==> config.mk <==
export PLATFORM = sky130hd
export DESIGN_NAME = spts_front
export DESIGN_NICKNAME = d
export VERILOG_FILES = /design/src/hw/rtl/sankoff_parsimony_tree_scorer_top_assert.svh /design/src/hw/rtl/spts_pkg.sv /design/src/hw/rtl/spts_front.sv
export SDC_FILE = /design/constraint.sdc
export NUM_CORES = 1
export LEC_CHECK = 0
export BUFFER_PORTS_ARGS = -buffer_cell sky130_fd_sc_hd__buf_4
export CAP_MARGIN = 15
export CELL_PAD_IN_SITES_DETAIL_PLACEMENT = 0
export CELL_PAD_IN_SITES_GLOBAL_PLACEMENT = 2
export CORE_ASPECT_RATIO = 0.75
export CORE_MARGIN = 4
export CORE_UTILIZATION = 32
export DETAILED_ROUTE_END_ITERATION = 8
export PLACE_DENSITY = 0.89
export SKIP_LAST_GASP = 1
export SLEW_MARGIN = 10
export SYNTH_ARGS = -nofsm -noshare
export SYNTH_HDL_FRONTEND = slang
export SYNTH_SLANG_ARGS = --single-unit
==> constraint.sdc <==
create_clock -name clk -period 6.75 [get_ports clk]
set_clock_uncertainty 0.05 [all_clocks]
set_input_delay 0.675 -clock clk [delete_from_list [all_inputs] [get_ports clk]]
set_output_delay 0.675 -clock clk [all_outputs]
set_load 0.005 [all_outputs]
==> src/hw/rtl/sankoff_parsimony_tree_scorer_top_assert.svh <==
// Assertion macros shared by the scorer's RTL.
`ifndef SANKOFF_PARSIMONY_TREE_SCORER_TOP_ASSERT_SVH
`define SANKOFF_PARSIMONY_TREE_SCORER_TOP_ASSERT_SVH

// The consequent must hold in the same cycle as the antecedent.
`define SPTS_ASSERT_IMPL(lbl, ante, cons, msg) \
  lbl: assert property (@(posedge clk) disable iff (!rst_n) (ante) |-> (cons)) else $error(msg);

// The condition must never be true.
`define SPTS_ASSERT_NEVER(lbl, cond, msg) \
  lbl: assert property (@(posedge clk) disable iff (!rst_n) !(cond)) else $error(msg);

`endif

==> src/hw/rtl/spts_pkg.sv <==
`timescale 1ns / 1ps
// ----------------------------------------------------------------------------
// spts_pkg
// Shared types and constants of the parsimony tree scorer.
// ----------------------------------------------------------------------------
package spts_pkg;

  typedef enum logic [2:0] {
    REQ_CLEAR  = 3'd0,
    REQ_HEADER = 3'd1,
    REQ_OPEN   = 3'd2,
    REQ_LEAF   = 3'd3,
    REQ_CLOSE  = 3'd4
  } req_t;

  typedef enum logic [2:0] {
    ERR_NONE     = 3'd0,
    ERR_MASK     = 3'd1,
    ERR_COUNTS   = 3'd2,
    ERR_STACK    = 3'd3,
    ERR_STRUCT   = 3'd4,
    ERR_OVERFLOW = 3'd5
  } err_t;

  typedef enum logic [2:0] {
    EV_CLEAR,
    EV_HEADER,
    EV_OPEN,
    EV_LEAF,
    EV_CLOSE
  } ev_kind_t;

  typedef enum logic {
    TK_CLEAR,
    TK_ROOT
  } tok_kind_t;

  typedef enum logic {
    CFG_EDGE_MODE = 1'b0,
    CFG_OFFSET    = 1'b1
  } cfg_idx_t;

  localparam int unsigned STATES      = 4;
  localparam int unsigned QUEUE_DEPTH = 4;
  localparam logic [7:0]  MASK_HIGH   = 8'hF0;

  // Decoded event handed from the front end to the stack engine.
  typedef struct packed {
    ev_kind_t               kind;
    logic [STATES-1:0]      leaf_bits;
    logic                   mask_bad;
    logic                   hdr_bad;
    logic [31:0]            weight;
    logic [STATES-1:0][31:0] counts;
  } ev_t;

  typedef struct packed {
    tok_kind_t kind;
    logic      new_epoch;
    err_t      err;
  } meta_t;

  // Root completion or total clear handed to the scoring pipeline.
  typedef struct packed {
    meta_t                   meta;
    logic [31:0]             weight;
    logic [STATES-1:0][31:0] counts;
  } tok_t;

endpackage

==> src/hw/rtl/spts_front.sv <==
`timescale 1ns / 1ps
// ----------------------------------------------------------------------------
// spts_front
// Input stage: takes transfers, decodes the request and checks masks and
// header counts, and holds one decoded event for the queue.
// ----------------------------------------------------------------------------
module spts_front (
  input  logic            clk,
  input  logic            rst_n,
  input  logic            in_tvalid,
  output logic            in_tready,
  input  logic [2:0]      in_tuser,
  input  logic [167:0]    in_tdata,
  output spts_pkg::ev_t   ev_o,
  output logic            ev_valid_o,
  input  logic            ev_ready_i
);

  spts_pkg::ev_t ev_r, ev_nxt;
  logic          ev_v_r;
  logic          known;
  logic [33:0]   count_sum;
  logic [7:0]    mask;

  assign in_tready  = !ev_v_r || ev_ready_i;
  assign ev_o       = ev_r;
  assign ev_valid_o = ev_v_r;
  assign mask       = in_tdata[7:0];

  always_comb begin
    ev_nxt.leaf_bits = mask[3:0];
    ev_nxt.mask_bad  = (mask == 8'd0) || ((mask & spts_pkg::MASK_HIGH) != 8'd0);
    ev_nxt.weight    = in_tdata[39:8];
    count_sum        = 34'd0;
    for (int s = 0; s < spts_pkg::STATES; s++) begin
      ev_nxt.counts[s] = in_tdata[40 + 32*s +: 32];
      count_sum        = count_sum + {2'b00, in_tdata[40 + 32*s +: 32]};
    end
    ev_nxt.hdr_bad = (in_tdata[39:8] == 32'd0) || (count_sum != {2'b00, in_tdata[39:8]});
    known          = 1'b1;
    case (in_tuser)
      spts_pkg::REQ_CLEAR:  ev_nxt.kind = spts_pkg::EV_CLEAR;
      spts_pkg::REQ_HEADER: ev_nxt.kind = spts_pkg::EV_HEADER;
      spts_pkg::REQ_OPEN:   ev_nxt.kind = spts_pkg::EV_OPEN;
      spts_pkg::REQ_LEAF:   ev_nxt.kind = spts_pkg::EV_LEAF;
      spts_pkg::REQ_CLOSE:  ev_nxt.kind = spts_pkg::EV_CLOSE;
      default: begin
        ev_nxt.kind = spts_pkg::EV_CLEAR;
        known       = 1'b0;
      end
    endcase
  end

  always_ff @(posedge clk) begin
    if (!rst_n) begin
      ev_v_r <= 1'b0;
    end else if (in_tvalid && in_tready) begin
      ev_v_r <= known;
    end else if (ev_ready_i) begin
      ev_v_r <= 1'b0;
    end
  end

  always_ff @(posedge clk) begin
    if (in_tvalid && in_tready) begin
      ev_r <= ev_nxt;
    end
  end

endmodule

==> run_summary.xml <==
<?xml version="1.0" encoding="UTF-8"?>
<metrics>
  <group name="run">
    <metric name="max-cap-violations" unit="">0</metric>
  </group>
  <group name="drt">
    <metric name="drtPass1Iterations" unit="">5</metric>
    <metric name="vias" unit="">6683</metric>
    <metric name="wirelength" unit="um">27900</metric>
    <metric name="drc_errors" unit="">0</metric>
    <metric name="routed_antenna_nets" unit="">0</metric>
    <metric name="routedWlPerCell" unit="um">20.85</metric>
    <metric name="drt_iter0_markers" unit="">338</metric>
    <metric name="vias_per_cell" unit="">4.995</metric>
  </group>
  <group name="setup_path">
    <metric name="critical_path_peak_fanout" unit="">6</metric>
    <metric name="arrival" unit="ns">4.80</metric>
    <metric name="regToRegStartpoint" unit="">ev_valid_o$_SDFFE_PN0P_</metric>
    <metric name="cp-start-kind" unit="">input port</metric>
    <metric name="crit_slowest_cell" unit="">o21ai_0</metric>
    <metric name="crit_path_cell_trace" unit="">buf_4, fa_1, inv_1, fa_1, inv_1, ha_1, fa_1, a21o_1, a221o_1, nand4_1, a21boi_0, o21ai_0, nor3b_1, a211oi_1, nor4_1, nand4_1</metric>
    <metric name="cp_data_required_time" unit="ns">6.87</metric>
    <metric name="worst_setup_path_end_kind" unit="">register</metric>
    <metric name="worstSetupStartpoint" unit="">in_tdata[41]</metric>
    <metric name="cpLargestDelayFamily" unit="">adder cells</metric>
    <metric name="r2r_setup_slack" unit="ns">4.45</metric>
    <metric name="rr_worst_depth" unit="">3</metric>
    <metric name="critical-path-top-cell-by-count" unit="">fa_1</metric>
    <metric name="stage_delay_of_the_slowest_cell_on_the_critical_path" unit="ns">0.57</metric>
    <metric name="path_buf_inv" unit="">3</metric>
    <metric name="timing.critical_path.depth" unit="">16</metric>
    <metric name="endpoint" unit="">ev_o[160]$_DFFE_PP_</metric>
    <metric name="worst-setup-path-type" unit="">in2reg</metric>
    <metric name="endpoint_of_the_worst_slack_reg_to_reg_timing_path" unit="">ev_o[14]$_DFFE_PP_</metric>
  </group>
  <group name="finish">
    <metric name="final_layout_size_suffix_gt1_share" unit="%">39.11</metric>
    <metric name="ff_latch_area" unit="sq um">5095</metric>
    <metric name="fillCellCount" unit="">2469</metric>
    <metric name="final_common_cell" unit="">buf_4</metric>
    <metric name="multi_input_comb_area" unit="sq um">3714</metric>
    <metric name="antenna_cells" unit="">0</metric>
    <metric name="final_cell_mix" unit="">347 x buf_4, 169 x edfxtp_1, 64 x fa_1</metric>
    <metric name="finish.instance_area" unit="sq um">12550</metric>
    <metric name="num-nets-final" unit="">1246</metric>
    <metric name="layout.core_utilization" unit="%">45.92</metric>
    <metric name="area_growth" unit="%">39.52</metric>
  </group>
  <group name="synth">
    <metric name="synth_seq_cells" unit="">170</metric>
    <metric name="mapped_nets" unit="">892</metric>
    <metric name="ys_warn_count" unit="">0</metric>
    <metric name="yosysUniqueCellTypes" unit="">70</metric>
    <metric name="post_synthesis_instance_area" unit="sq um">8995</metric>
    <metric name="synth-seq-area-share" unit="%">56.64</metric>
    <metric name="synthCells" unit="">620</metric>
    <metric name="synthesis.area_per_instance" unit="sq um">14.51</metric>
    <metric name="yosys_most_used_dff" unit="">edfxtp_1</metric>
    <metric name="synth_edf_count" unit="">169</metric>
    <metric name="async_reset_ff_share" unit="%">0</metric>
  </group>
  <group name="clocking">
    <metric name="clock_sinks" unit="">170</metric>
    <metric name="setup_repair_bufs_after_cts" unit="">0</metric>
    <metric name="postCtsHoldBufs" unit="">0</metric>
    <metric name="clock_tree.root_cell" unit="">clkbuf_16</metric>
    <metric name="cts_made_buffers" unit="">17</metric>
    <metric name="tritoncts" unit="">built</metric>
    <metric name="clkTransAtPathRegs" unit="ns">0.07</metric>
    <metric name="cts.path.max_buffers" unit="">2</metric>
    <metric name="insertion_delay" unit="ns">0.44</metric>
    <metric name="cts-htree-levels" unit="">4</metric>
    <metric name="cts_repair_resize_count" unit="">0</metric>
  </group>
  <group name="placed_design">
    <metric name="place_congestion" unit="">0.9012</metric>
    <metric name="io_buffer_count" unit="">345</metric>
    <metric name="placement.cell_area" unit="sq um">11950</metric>
    <metric name="post-dp-hpwl" unit="um">22640</metric>
  </group>
  <group name="power">
    <metric name="ir_drop" unit="mV">0.2083</metric>
    <metric name="leakagePower" unit="uW">0.005124</metric>
    <metric name="powerDensity" unit="nW/um^2">295.2</metric>
  </group>
  <group name="status">
    <metric name="outcome" unit="">complete, no violations</metric>
  </group>
  <group name="timing">
    <metric name="timing_worst_slew_pin_value" unit="ns">0.9685</metric>
    <metric name="layout_worst_path_cycle_share" unit="%">69.30</metric>
    <metric name="final_period_minus_worst_setup_slack" unit="ns">4.678</metric>
    <metric name="final_hold_vio_count" unit="">0</metric>
    <metric name="setup-violations-final" unit="">0</metric>
    <metric name="slew_viol_final" unit="">0</metric>
    <metric name="fin_setup_tns" unit="ns">0</metric>
    <metric name="timing.slew.headroom" unit="%">35.43</metric>
    <metric name="unrepaired_setup_endpoints_after_global_routing" unit="">false</metric>
    <metric name="fmaxAchievable" unit="MHz">213.8</metric>
  </group>
  <group name="floorplanning">
    <metric name="chipWidth" unit="um">201.6</metric>
    <metric name="die_area" unit="sq um">30880</metric>
    <metric name="fp.coreArea" unit="sq um">27330</metric>
    <metric name="pin_count" unit="">346</metric>
    <metric name="initial_core_util" unit="%">32.92</metric>
    <metric name="placementRows" unit="">52</metric>
    <metric name="chipHeight" unit="um">153.2</metric>
  </group>
  <group name="global_route">
    <metric name="grt_overflow_total" unit="">0</metric>
    <metric name="pin_count_of_the_biggest_net_entering_global_routing" unit="">77</metric>
    <metric name="number_of_antenna_violations_at_the_first_check_in_global_routing" unit="">0</metric>
    <metric name="grt_first_pass_wirelength" unit="um">42610</metric>
    <metric name="via_count_of_the_first_global_routing_pass" unit="">7126</metric>
    <metric name="groute.usage.overall" unit="%">17.92</metric>
  </group>
  <group name="min_path">
    <metric name="hold_class" unit="">in2reg</metric>
  </group>
</metrics>
## layout make-up
| type | instances | share of cell area, % |
|---|---|---|
| timing repair buffer | 347 | 20.76 |
| inverter | 26 | 0.7777 |
| sequential | 170 | 40.60 |
| clock buffer | 19 | 3.450 |
| multi-input combinational | 412 | 29.59 |
| tap | 351 | 3.500 |
| clock inverter | 13 | 1.326 |
## sequential cells by signal (all words and copies together) (netlist names)
| register | flops |
|---|---|
| ev_o | 169 |
| ev_valid_o | 1 |
## worst min path at each step
stage | startpoint | to | cells past startpoint
after floorplan | ev_valid_o$_SDFFE_PN0P_ | ev_valid_o$_SDFFE_PN0P_ | 2
after global placement | ev_valid_o$_SDFFE_PN0P_ | ev_valid_o$_SDFFE_PN0P_ | 2
after detailed placement | ev_valid_o$_SDFFE_PN0P_ | ev_valid_o$_SDFFE_PN0P_ | 2
after CTS | in_tdata[137] | ev_o[97]$_DFFE_PP_ | 1
after global routing | in_tdata[137] | ev_o[97]$_DFFE_PP_ | 1
final | in_tdata[1] | ev_o[163]$_DFFE_PP_ | 1
## cells in the mapped netlist, types with 5 or more instances
master | count | area, sq um
xnor2_1 | 25 | 219.0
nand3_1 | 8 | 40.04
o21bai_1 | 5 | 37.54
xor2_1 | 11 | 96.34
nand2_1 | 30 | 112.6
nor3_1 | 12 | 60.06
fa_1 | 64 | 1281
o21ai_0 | 24 | 120.1
a22oi_1 | 5 | 37.54
a21oi_1 | 32 | 160.2
buf_6 | 5 | 56.30
nor4_1 | 14 | 87.58
nand2b_1 | 5 | 31.28
nand4_1 | 13 | 81.33
a21o_1 | 9 | 67.56
ha_1 | 33 | 412.9
inv_1 | 26 | 97.59
nor2_1 | 28 | 105.1
a21boi_0 | 5 | 37.54
and4_1 | 5 | 43.79
edfxtp_1 | 169 | 5075
a211oi_1 | 10 | 75.07
## cells by family (layout without fill, tap and decap cells)
| family | count (synthesis) | in the layout | share of synthesized area (%) |
|---|---|---|---|
| and+or+nand+nor | 146 | 146 | 8.805 |
| DFF | 170 | 170 | 56.64 |
| adders and majority gates | 97 | 97 | 18.83 |
| muxes | 2 | 2 | 0.2782 |
| AOI/OAI and AO/OA | 131 | 131 | 9.835 |
| xor gates and xnor gates | 36 | 36 | 3.505 |
| buffers and inverters | 38 | 405 | 2.100 |
## report_power, final
| part | switching, uW | leakage (uW) | internal [uW] |
|---|---|---|---|
| Sequential | 18.0 | 0.00165 | 1240 |
| Combinational | 823 | 0.00319 | 600 |
| Clock | 442 | 0.000286 | 586 |
| Total | 1280 | 0.00512 | 2420 |
## stage by stage
stage                     total power [uW]  hold slack [ns]  worst slack [ns]  std cells
after floorplan                       2197           0.4861             1.453        620
after global routing                  3944           0.3440             1.859       1338
after global placement                2690           0.4874             1.864       1306
final                                 3705           0.3719             2.072       1338
after detailed placement              2683           0.5029             1.681       1306
after CTS                             3727           0.3421             2.197       1338
## layer usage
layer / global-route usage [%] / up-vias / part of all wire (%)
li1: - / 3087 / -
met1: 23.82 / 3275 / 43
met2: 28.06 / 302 / 46
met3: 6.778 / 19 / 10
met4: 4.229 / 0 / 1.2
met5: 0 / - / 0
No activity file was read; power rests on OpenSTA's default activity.
