## src/hw/rtl/sankoff_parsimony_tree_scorer_top_assert.svh

```systemverilog
// Assertion macros shared by the scorer's RTL.
`ifndef SANKOFF_PARSIMONY_TREE_SCORER_TOP_ASSERT_SVH
`define SANKOFF_PARSIMONY_TREE_SCORER_TOP_ASSERT_SVH

// The consequent must hold in the same cycle as the antecedent.
`define SPTS_ASSERT_IMPL(lbl, ante, cons, msg) \
  lbl: assert property (@(posedge clk) disable iff (!rst_n) (ante) |-> (cons)) else $error(msg);

// The condition must never be true.
`define SPTS_ASSERT_NEVER(lbl, cond, msg) \
  lbl: assert property (@(posedge clk) disable iff (!rst_n) !(cond)) else $error(msg);

`endif

```

## src/hw/rtl/spts_pkg.sv

```systemverilog
`timescale 1ns / 1ps
// ----------------------------------------------------------------------------
// spts_pkg
// Shared types and constants of the parsimony tree scorer.
// ----------------------------------------------------------------------------
package spts_pkg;

  typedef enum logic [2:0] {
    REQ_CLEAR  = 3'd0,
    REQ_HEADER = 3'd1,
    REQ_OPEN   = 3'd2,
    REQ_LEAF   = 3'd3,
    REQ_CLOSE  = 3'd4
  } req_t;

  typedef enum logic [2:0] {
    ERR_NONE     = 3'd0,
    ERR_MASK     = 3'd1,
    ERR_COUNTS   = 3'd2,
    ERR_STACK    = 3'd3,
    ERR_STRUCT   = 3'd4,
    ERR_OVERFLOW = 3'd5
  } err_t;

  typedef enum logic [2:0] {
    EV_CLEAR,
    EV_HEADER,
    EV_OPEN,
    EV_LEAF,
    EV_CLOSE
  } ev_kind_t;

  typedef enum logic {
    TK_CLEAR,
    TK_ROOT
  } tok_kind_t;

  typedef enum logic {
    CFG_EDGE_MODE = 1'b0,
    CFG_OFFSET    = 1'b1
  } cfg_idx_t;

  localparam int unsigned STATES      = 4;
  localparam int unsigned QUEUE_DEPTH = 4;
  localparam logic [7:0]  MASK_HIGH   = 8'hF0;

  // Decoded event handed from the front end to the stack engine.
  typedef struct packed {
    ev_kind_t               kind;
    logic [STATES-1:0]      leaf_bits;
    logic                   mask_bad;
    logic                   hdr_bad;
    logic [31:0]            weight;
    logic [STATES-1:0][31:0] counts;
  } ev_t;

  typedef struct packed {
    tok_kind_t kind;
    logic      new_epoch;
    err_t      err;
  } meta_t;

  // Root completion or total clear handed to the scoring pipeline.
  typedef struct packed {
    meta_t                   meta;
    logic [31:0]             weight;
    logic [STATES-1:0][31:0] counts;
  } tok_t;

endpackage

```

## src/hw/rtl/spts_fifo.sv

```systemverilog
`timescale 1ns / 1ps
// ----------------------------------------------------------------------------
// spts_fifo
// Short event queue between the front end and the stack engine.
// ----------------------------------------------------------------------------
module spts_fifo (
  input  logic          clk,
  input  logic          rst_n,
  input  logic          push_i,
  input  spts_pkg::ev_t push_data_i,
  output logic          full_o,
  input  logic          pop_i,
  output spts_pkg::ev_t pop_data_o,
  output logic          empty_o
);

  localparam int unsigned PW = $clog2(spts_pkg::QUEUE_DEPTH);
  localparam int unsigned CW = $clog2(spts_pkg::QUEUE_DEPTH + 1);

  spts_pkg::ev_t entries_r [spts_pkg::QUEUE_DEPTH];
  logic [PW-1:0] wr_ptr_r, rd_ptr_r;
  logic [CW-1:0] count_r;

  assign full_o     = (count_r == CW'(spts_pkg::QUEUE_DEPTH));
  assign empty_o    = (count_r == '0);
  assign pop_data_o = entries_r[rd_ptr_r];

  always_ff @(posedge clk) begin
    if (!rst_n) begin
      wr_ptr_r <= '0;
      rd_ptr_r <= '0;
      count_r  <= '0;
    end else begin
      if (push_i) wr_ptr_r <= wr_ptr_r + 1'b1;
      if (pop_i)  rd_ptr_r <= rd_ptr_r + 1'b1;
      if (push_i && !pop_i) begin
        count_r <= count_r + 1'b1;
      end else if (pop_i && !push_i) begin
        count_r <= count_r - 1'b1;
      end
    end
  end

  always_ff @(posedge clk) begin
    if (push_i) entries_r[wr_ptr_r] <= push_data_i;
  end

endmodule

```

## config.mk

```make
export PLATFORM = sky130hd
export DESIGN_NAME = spts_fifo
export DESIGN_NICKNAME = d
export VERILOG_FILES = /design/src/hw/rtl/sankoff_parsimony_tree_scorer_top_assert.svh /design/src/hw/rtl/spts_pkg.sv /design/src/hw/rtl/spts_fifo.sv
export SDC_FILE = /design/constraint.sdc
export NUM_CORES = 1
export LEC_CHECK = 0
export BUFFER_PORTS_ARGS = -buffer_cell sky130_fd_sc_hd__buf_2
export CAP_MARGIN = 20
export CORE_UTILIZATION = 61
export DETAILED_ROUTE_END_ITERATION = 10
export PLACE_DENSITY = 0.8
export SLEW_MARGIN = 20
export SYNTH_ARGS = -nofsm -noshare
export SYNTH_HDL_FRONTEND = slang
export SYNTH_SLANG_ARGS = --single-unit
```

## constraint.sdc

```tcl
create_clock -name clk -period 10.65 [get_ports clk]
set_input_delay 1.5975 -clock clk [delete_from_list [all_inputs] [get_ports clk]]
set_output_delay 1.5975 -clock clk [all_outputs]
set_load 0.1 [all_outputs]
```

==> results of run 1 <==
cell families (layout without fill, tap and decap cells):
family,after synthesis,count (layout)
adders and majority gates,6,6
AOI/OAI and AO/OA,2,2
muxes,171,171
DFF,685,685
buffers and inverters,42,483
other,0,13
and+or+nand+nor,15,15
xor gates and xnor gates,5,5
worst max-delay path, stage by stage (launching register included):
cell and delay (ns):
dfxtp_4 0.94, buf_4 0.81, mux4_2 0.64, buf_2 0.32
power breakdown:
group	leakage [nW]	internal (mW)	total, mW	switching [mW]
Combinational	2.48	0.244	1.23	0.990
Clock	1.02	1.27	2.22	0.947
Sequential	6.28	3.10	3.15	0.0481
Total	9.78	4.62	6.60	1.99
Yosys cell counts (all sizes together):
library cell,number,area (um^2)
dfxtp,9,180.2
a21boi,1,7.510
xor2,3,26.28
mux4,169,3806
nor3,1,5.000
edfxtp,676,20300
nor2b,2,12.51
or3,1,6.260
buf,32,247.7
mux2i,2,20.02
nand2,1,3.750
and2,9,56.30
xnor2,2,17.52
fa,1,20.02
inv,4,15.01
clkbuf,6,22.52
nor3b,1,7.510
ha,5,62.56
o21ai,1,5.000
metrics by stage:
step                      hold WS [ns]  area (um^2)  worst slack [ns]
after floorplan                 0.4724        24820             4.657
after global placement          0.4900        27040             6.129
after detailed placement        0.5115        27040             6.097
after CTS                       0.5208        29120             5.503
after global routing            0.5812        29140             5.371
final                           0.5241        29160             5.667
registers in the layout, indices dropped and copies added, names as in the netlist, named ones only:
| name | cells |
|---|---|
| entries_r | 676 |
| wr_ptr_r | 2 |
| rd_ptr_r | 2 |
| count_r | 3 |
path summary, 6_finish.rpt:
kind         slack (ns)   startpoint                to
max                5.67         flop   pop_data_o[137]
min                0.52   count_r[2]        count_r[2]
max reg2reg        8.00  wr_ptr_r[0]  entries_r[0][28]
min reg2reg        0.52   count_r[2]        count_r[2]
routing by layer:
| layer | global-route usage | vias to the layer above | part of all wire |
|---|---|---|---|
| met2 | 0.3919 | 476 | 0.51 |
| met5 | 0 | - | 0.0020 |
| li1 | - | 4820 | - |
| met1 | 0.3130 | 5829 | 0.37 |
| met4 | 0.09237 | 14 | 0.028 |
| met3 | 0.07798 | 99 | 0.094 |
layout make-up:
type | count | area, um^2
flip-flops and latches | 685 | 20490
fillers | 2125 | 10760
multi-input cells | 199 | 4066
clock buffers | 87 | 1837
repair buffers | 356 | 1814
well taps | 525 | 656.9
clock inverters | 36 | 247.7
diodes | 13 | 32.53
inverters | 4 | 15.01
==> metrics.md, run 1 <==
| Metric | Value |
|---|---|
| Setup Viol. Count Final | `0` |
| First-pass GRT wire length | `72660 um` |
| HPWL after DPL | `28420 um` |
| Vias | `11240` |
| Max Transition Viols Final | `0` |
| Max-cap violations | `0` |
| Compound-Gate Fraction of Synth Area | `0.0005041` |
| Wire per inst | `25.88 um` |
| Worst Hold Depth | `2` |
| Total Routing Usage GR | `0.2433` |
| RSZ-0062 raised after global routing | `no` |
| FMAX | `200.7 MHz` |
| Rows | `73` |
| Layout Nets | `1493` |
| PortBufs | `343` |
| CTS sink count | `685` |
| Num ports | `344` |
| Ys Warns | `0` |
| Post-synthesis register bit count | `685` |
| Startpoint types | `flop` |
| Placed Instances | `1769` |
| Crit path required time | `9.05 ns` |
| P_leak | `9.778 nW` |
| Congestion Overflow GR | `0` |
| Mean Syn Cell Area | `26.80 um^2` |
| Setup TNS | `0 ns` |
| Clk root buf | `clkbuf_16` |
| Commonest non-fill, non-tap cell in the layout | `edfxtp_1` |
| Commonest cells after routing, fill and taps aside | `edfxtp_1 (676), buf_2 (343), mux4_2 (169)` |
| Post-Synth Simple-Gate Area | `0.003680` |
| Starting Density | `0.6219` |
| Core Footprint | `39910 um^2` |
| Worst Clk Skew | `0.01496 ns` |
| Fin crit period | `4.983 ns` |
| Hold buffers post-CTS | `0` |
| Max H-tree Level | `3` |
| Slew margin rel. | `0.3112` |
| Die X | `203.7 um` |
| Critical path type | `reg -> out` |
| Worst-margin pin slew | `1.033 ns` |
| Vias in the first global route | `11830` |
| Clock transition at path regs | `0.06 ns` |
| Min-delay worst type | `reg -> reg` |
| Skew-Pair Late Insertion Delay | `0.58 ns` |
| Adder-Cell Fraction of Synth Area | `0.003327` |
| Routed Wire Length | `49300 um` |
| Cells on worst reg2reg path | `4` |
| DRC | `0` |
| Final core occ | `0.7305` |
| Mapped Cells | `926` |
| Sequential element share of the synthesized area | `0.8251` |
| CP Capture Type | `output port` |
| Area delta synth->final | `17.47%` |
| Pwr Density | `226.5 nW/um^2` |
| DR vias/cell | `5.899` |
| Inserted Clock Buffers | `68` |
| Ratio of cells with drive above 1 in the final layout | `0.4543` |
| Largest family of logic cells by synthesized area | `multiplexers` |
| Peak supply drop | `182.8 uV` |
| Largest net degree at the start of global routing | `70` |
| TritonCTS clock tree | `done` |
| Cts repair resizes | `0` |
| Worst-path maximum fanout | `46` |
| CTS max path bufs | `3` |
| DR pass1 iterations | `7` |
| Design Power | `6.604 mW` |
| Final Hold Violating Endpoints | `0` |
| Remaining antenna violation count after routing | `0` |
| Postcts setup bufs | `0` |
| Cell variety after synth | `20` |
| XOR/XNOR Fraction of Synth Area | `0.001764` |
| Initial antenna violation count | `18` |
| Final period util | `0.4679` |
| Layout Cells excl Fill | `1905` |
| Iteration-0 DRC Markers | `789` |
| Cell Area, Synth | `24820 um^2` |
| Gpl congestion | `0.7384` |
| Proportion of synthesized area in mux cells | `0.1541` |
| DIE AREA | `41500 um^2` |
| Die Y | `203.7 um` |
| Syn nets | `1105` |
| Worst endpoint data arrival time | `3.39 ns` |
| Outcome | `finished clean` |
Power figures use the tool's default switching activity.
==> run 2, diff against run 1 <==
--- a/config.mk
+++ b/config.mk
@@ -7,9 +7,9 @@
 export LEC_CHECK = 0
 export BUFFER_PORTS_ARGS = -buffer_cell sky130_fd_sc_hd__buf_2
 export CAP_MARGIN = 20
-export CORE_UTILIZATION = 61
+export CORE_UTILIZATION = 51
 export DETAILED_ROUTE_END_ITERATION = 10
-export PLACE_DENSITY = 0.8
+export PLACE_DENSITY = 0.71
 export SLEW_MARGIN = 20
 export SYNTH_ARGS = -nofsm -noshare
 export SYNTH_HDL_FRONTEND = slang
==> constraint.sdc (replaced) <==
create_clock -name clk -period 4.2 [get_ports clk]
set_input_delay 0.63 -clock clk [delete_from_list [all_inputs] [get_ports clk]]
set_output_delay 0.63 -clock clk [all_outputs]
set_load 0.1 [all_outputs]
==> metrics.md, run 2 (synthesis gave the netlist of run 1 again) <==
| Metric | Value |
|---|---|
| Die Y | `222.6 um (+9.3%)` |
| DR vias/cell | `5.478 (-7.1%)` |
| Die X | `222.6 um (+9.3%)` |
| Total Routing Usage GR | `0.1892 (-0.05409)` |
| DRC | `0 (unchanged)` |
| Clk root buf | `clkbuf_16` |
| Max Transition Viols Final | `0 (unchanged)` |
| DR pass1 iterations | `5 (-2)` |
| Area delta synth->final | `20.14%` |
| Wire per inst | `23.14 um (-11%)` |
| Starting Density | `0.5188 (-0.1031)` |
| Biggest regs | `entries_r x676, count_r x3` |
| Max-cap violations | `0 (unchanged)` |
| R2r setup slk | `2.08 ns (-5.92 ns)` |
| Worst Clk Skew | `0.01823 ns (+0.003269 ns)` |
| Design Power | `17.43 mW (+160%)` |
| Setup Viol. Count Final | `0 (unchanged)` |
| Iteration-0 DRC Markers | `643 (-19%)` |
| Max H-tree Level | `3 (unchanged)` |
| Peak supply drop | `480.2 uV (+160%)` |
| Congestion Overflow GR | `0 (unchanged)` |
| First-pass GRT wire length | `69300 um (-4.6%)` |
| TritonCTS clock tree | `done` |
| Worst-margin pin slew | `0.9001 ns (-0.1332 ns)` |
| Pwr Density | `584.5 nW/um^2 (+160%)` |
| Crit path required time | `3.57 ns (-5.48 ns)` |
| P_leak | `10.03 nW (+2.6%)` |
| Multi-input gate area | `4066 um^2 (unchanged)` |
| Rows | `80 (+9.6%)` |
| Remaining antenna violation count after routing | `0 (unchanged)` |
| Min-delay worst type | `in -> reg` |
| Placed Instances | `1873 (+5.9%)` |
| HPWL after DPL | `28170 um (-0.87%)` |
| DIE AREA | `49560 um^2 (+19%)` |
| Hold buffers post-CTS | `0 (unchanged)` |
| Layout Nets | `1509 (+1.1%)` |
| Cts repair resizes | `0 (unchanged)` |
| Largest net degree at the start of global routing | `65 (-7.1%)` |
| FMAX | `301.9 MHz` |
| Routed Wire Length | `46450 um (-5.8%)` |
| # fillers | `3276 (+54%)` |
| Slew margin rel. | `0.4000 (+0.08878)` |
| Vias | `10990 (-2.2%)` |
| Final Hold Violating Endpoints | `0 (unchanged)` |
| Max reg flops | `676 (unchanged)` |
| Largest Register | `entries_r` |
| Vias in the first global route | `11400 (-3.6%)` |
| Final period util | `0.7886` |
| Commonest cells after routing, fill and taps aside | `edfxtp_1 (676), buf_2 (343), mux4_2 (169)` |
| Postcts setup bufs | `0 (unchanged)` |
| Pre-CTS WS | `1.456 ns (-4.641 ns)` |
| Initial antenna violation count | `15 (-3)` |
| Fin crit period | `3.312 ns` |
| CTS sink count | `685 (unchanged)` |
| Gpl congestion | `0.7455 (+0.96%)` |
| CTS max path bufs | `3 (unchanged)` |
| CP Capture Type | `output port` |
| Seq. cell area | `20490 um^2 (unchanged)` |
| Num ports | `344 (unchanged)` |
| Final core occ | `0.6232 (-0.1072)` |
| Inserted Clock Buffers | `70 (+2.9%)` |
| Core Footprint | `47850 um^2 (+20%)` |
| Worst-path maximum fanout | `47 (+2.2%)` |
| Startpoint types | `flop` |
| Skew-Pair Late Insertion Delay | `0.60 ns (+0.02 ns)` |
| Worst endpoint data arrival time | `2.68 ns (-0.71 ns)` |
| Outcome | `finished clean` |
| Ratio of cells with drive above 1 in the final layout | `0.4664 (+0.01215)` |
| Layout Cells excl Fill | `2007 (+5.4%)` |
| Fin worst setup slack | `0.8878 ns (-4.779 ns)` |
| Commonest non-fill, non-tap cell in the layout | `edfxtp_1` |
| Setup TNS | `0 ns (unchanged)` |
| PortBufs | `343 (unchanged)` |
| Clock transition at path regs | `0.06 ns (about the same)` |
| Critical path type | `reg -> out` |
| RSZ-0062 raised after global routing | `no` |
==> run 2: cell types whose count changed in the layout (fill, tap and decap cells not counted), sizes merged <==
cell	previous run	this run
clkbuf	87	92
bufinv	2	10
clkinv	29	19
inv	7	8
diode	13	7
buf	356	370
==> run 2: worst paths after layout <==
path,depth (start not counted),to,startpoint
worst min-delay path,1,entries_r[3][16],push_data_i[16]
worst min register to register,2,count_r[2],count_r[2]
worst max register to register,4,entries_r[2][19],wr_ptr_r[0]
worst max-delay path,3,pop_data_o[56],flop
==> run 2: worst max-delay path, stage by stage (launching register included) <==
cell and delay, ns:
dfxtp_4 0.68, buf_12 0.39, mux4_2 0.60, buf_2 0.32
==> run 2: per-layer routing <==
metal | GRT usage | routed length, um | up-vias
met5 | 0 | 109 | -
met4 | 0.05273 | 795 | 18
met3 | 0.07313 | 3968 | 86
met2 | 0.3016 | 23330 | 317
met1 | 0.2439 | 18250 | 5723
li1 | - | - | 4850
==> run 2: cell type report <==
class | instances | share of cell area
sequential | 685 | 0.6870
antenna | 7 | 0.0005874
inverter | 4 | 0.0005035
multi-input combinational | 199 | 0.1364
timing repair buffer | 370 | 0.07024
clock inverter | 35 | 0.01485
clock buffer | 92 | 0.06462
tap | 615 | 0.02580
==> run 2: per-stage QoR <==
| stage | hold WS [ns] | area, um^2 |
|---|---|---|
| 2_1_floorplan | 0.4724 | 24830 |
| 3_3_place_gp | 0.4872 | 27430 |
| 3_5_place_dp | 0.5077 | 27430 |
| 4_1_cts | 0.2002 | 29800 |
| 5_1_grt | 0.2122 | 29810 |
| 6_report | 0.2473 | 29820 |
==> run 2: where the power goes <==
group | switching [mW] | internal, mW | total [mW]
clock | 2.46 | 3.86 | 6.31
sequential | 0.0884 | 7.86 | 7.95
combinational | 2.52 | 0.653 | 3.17
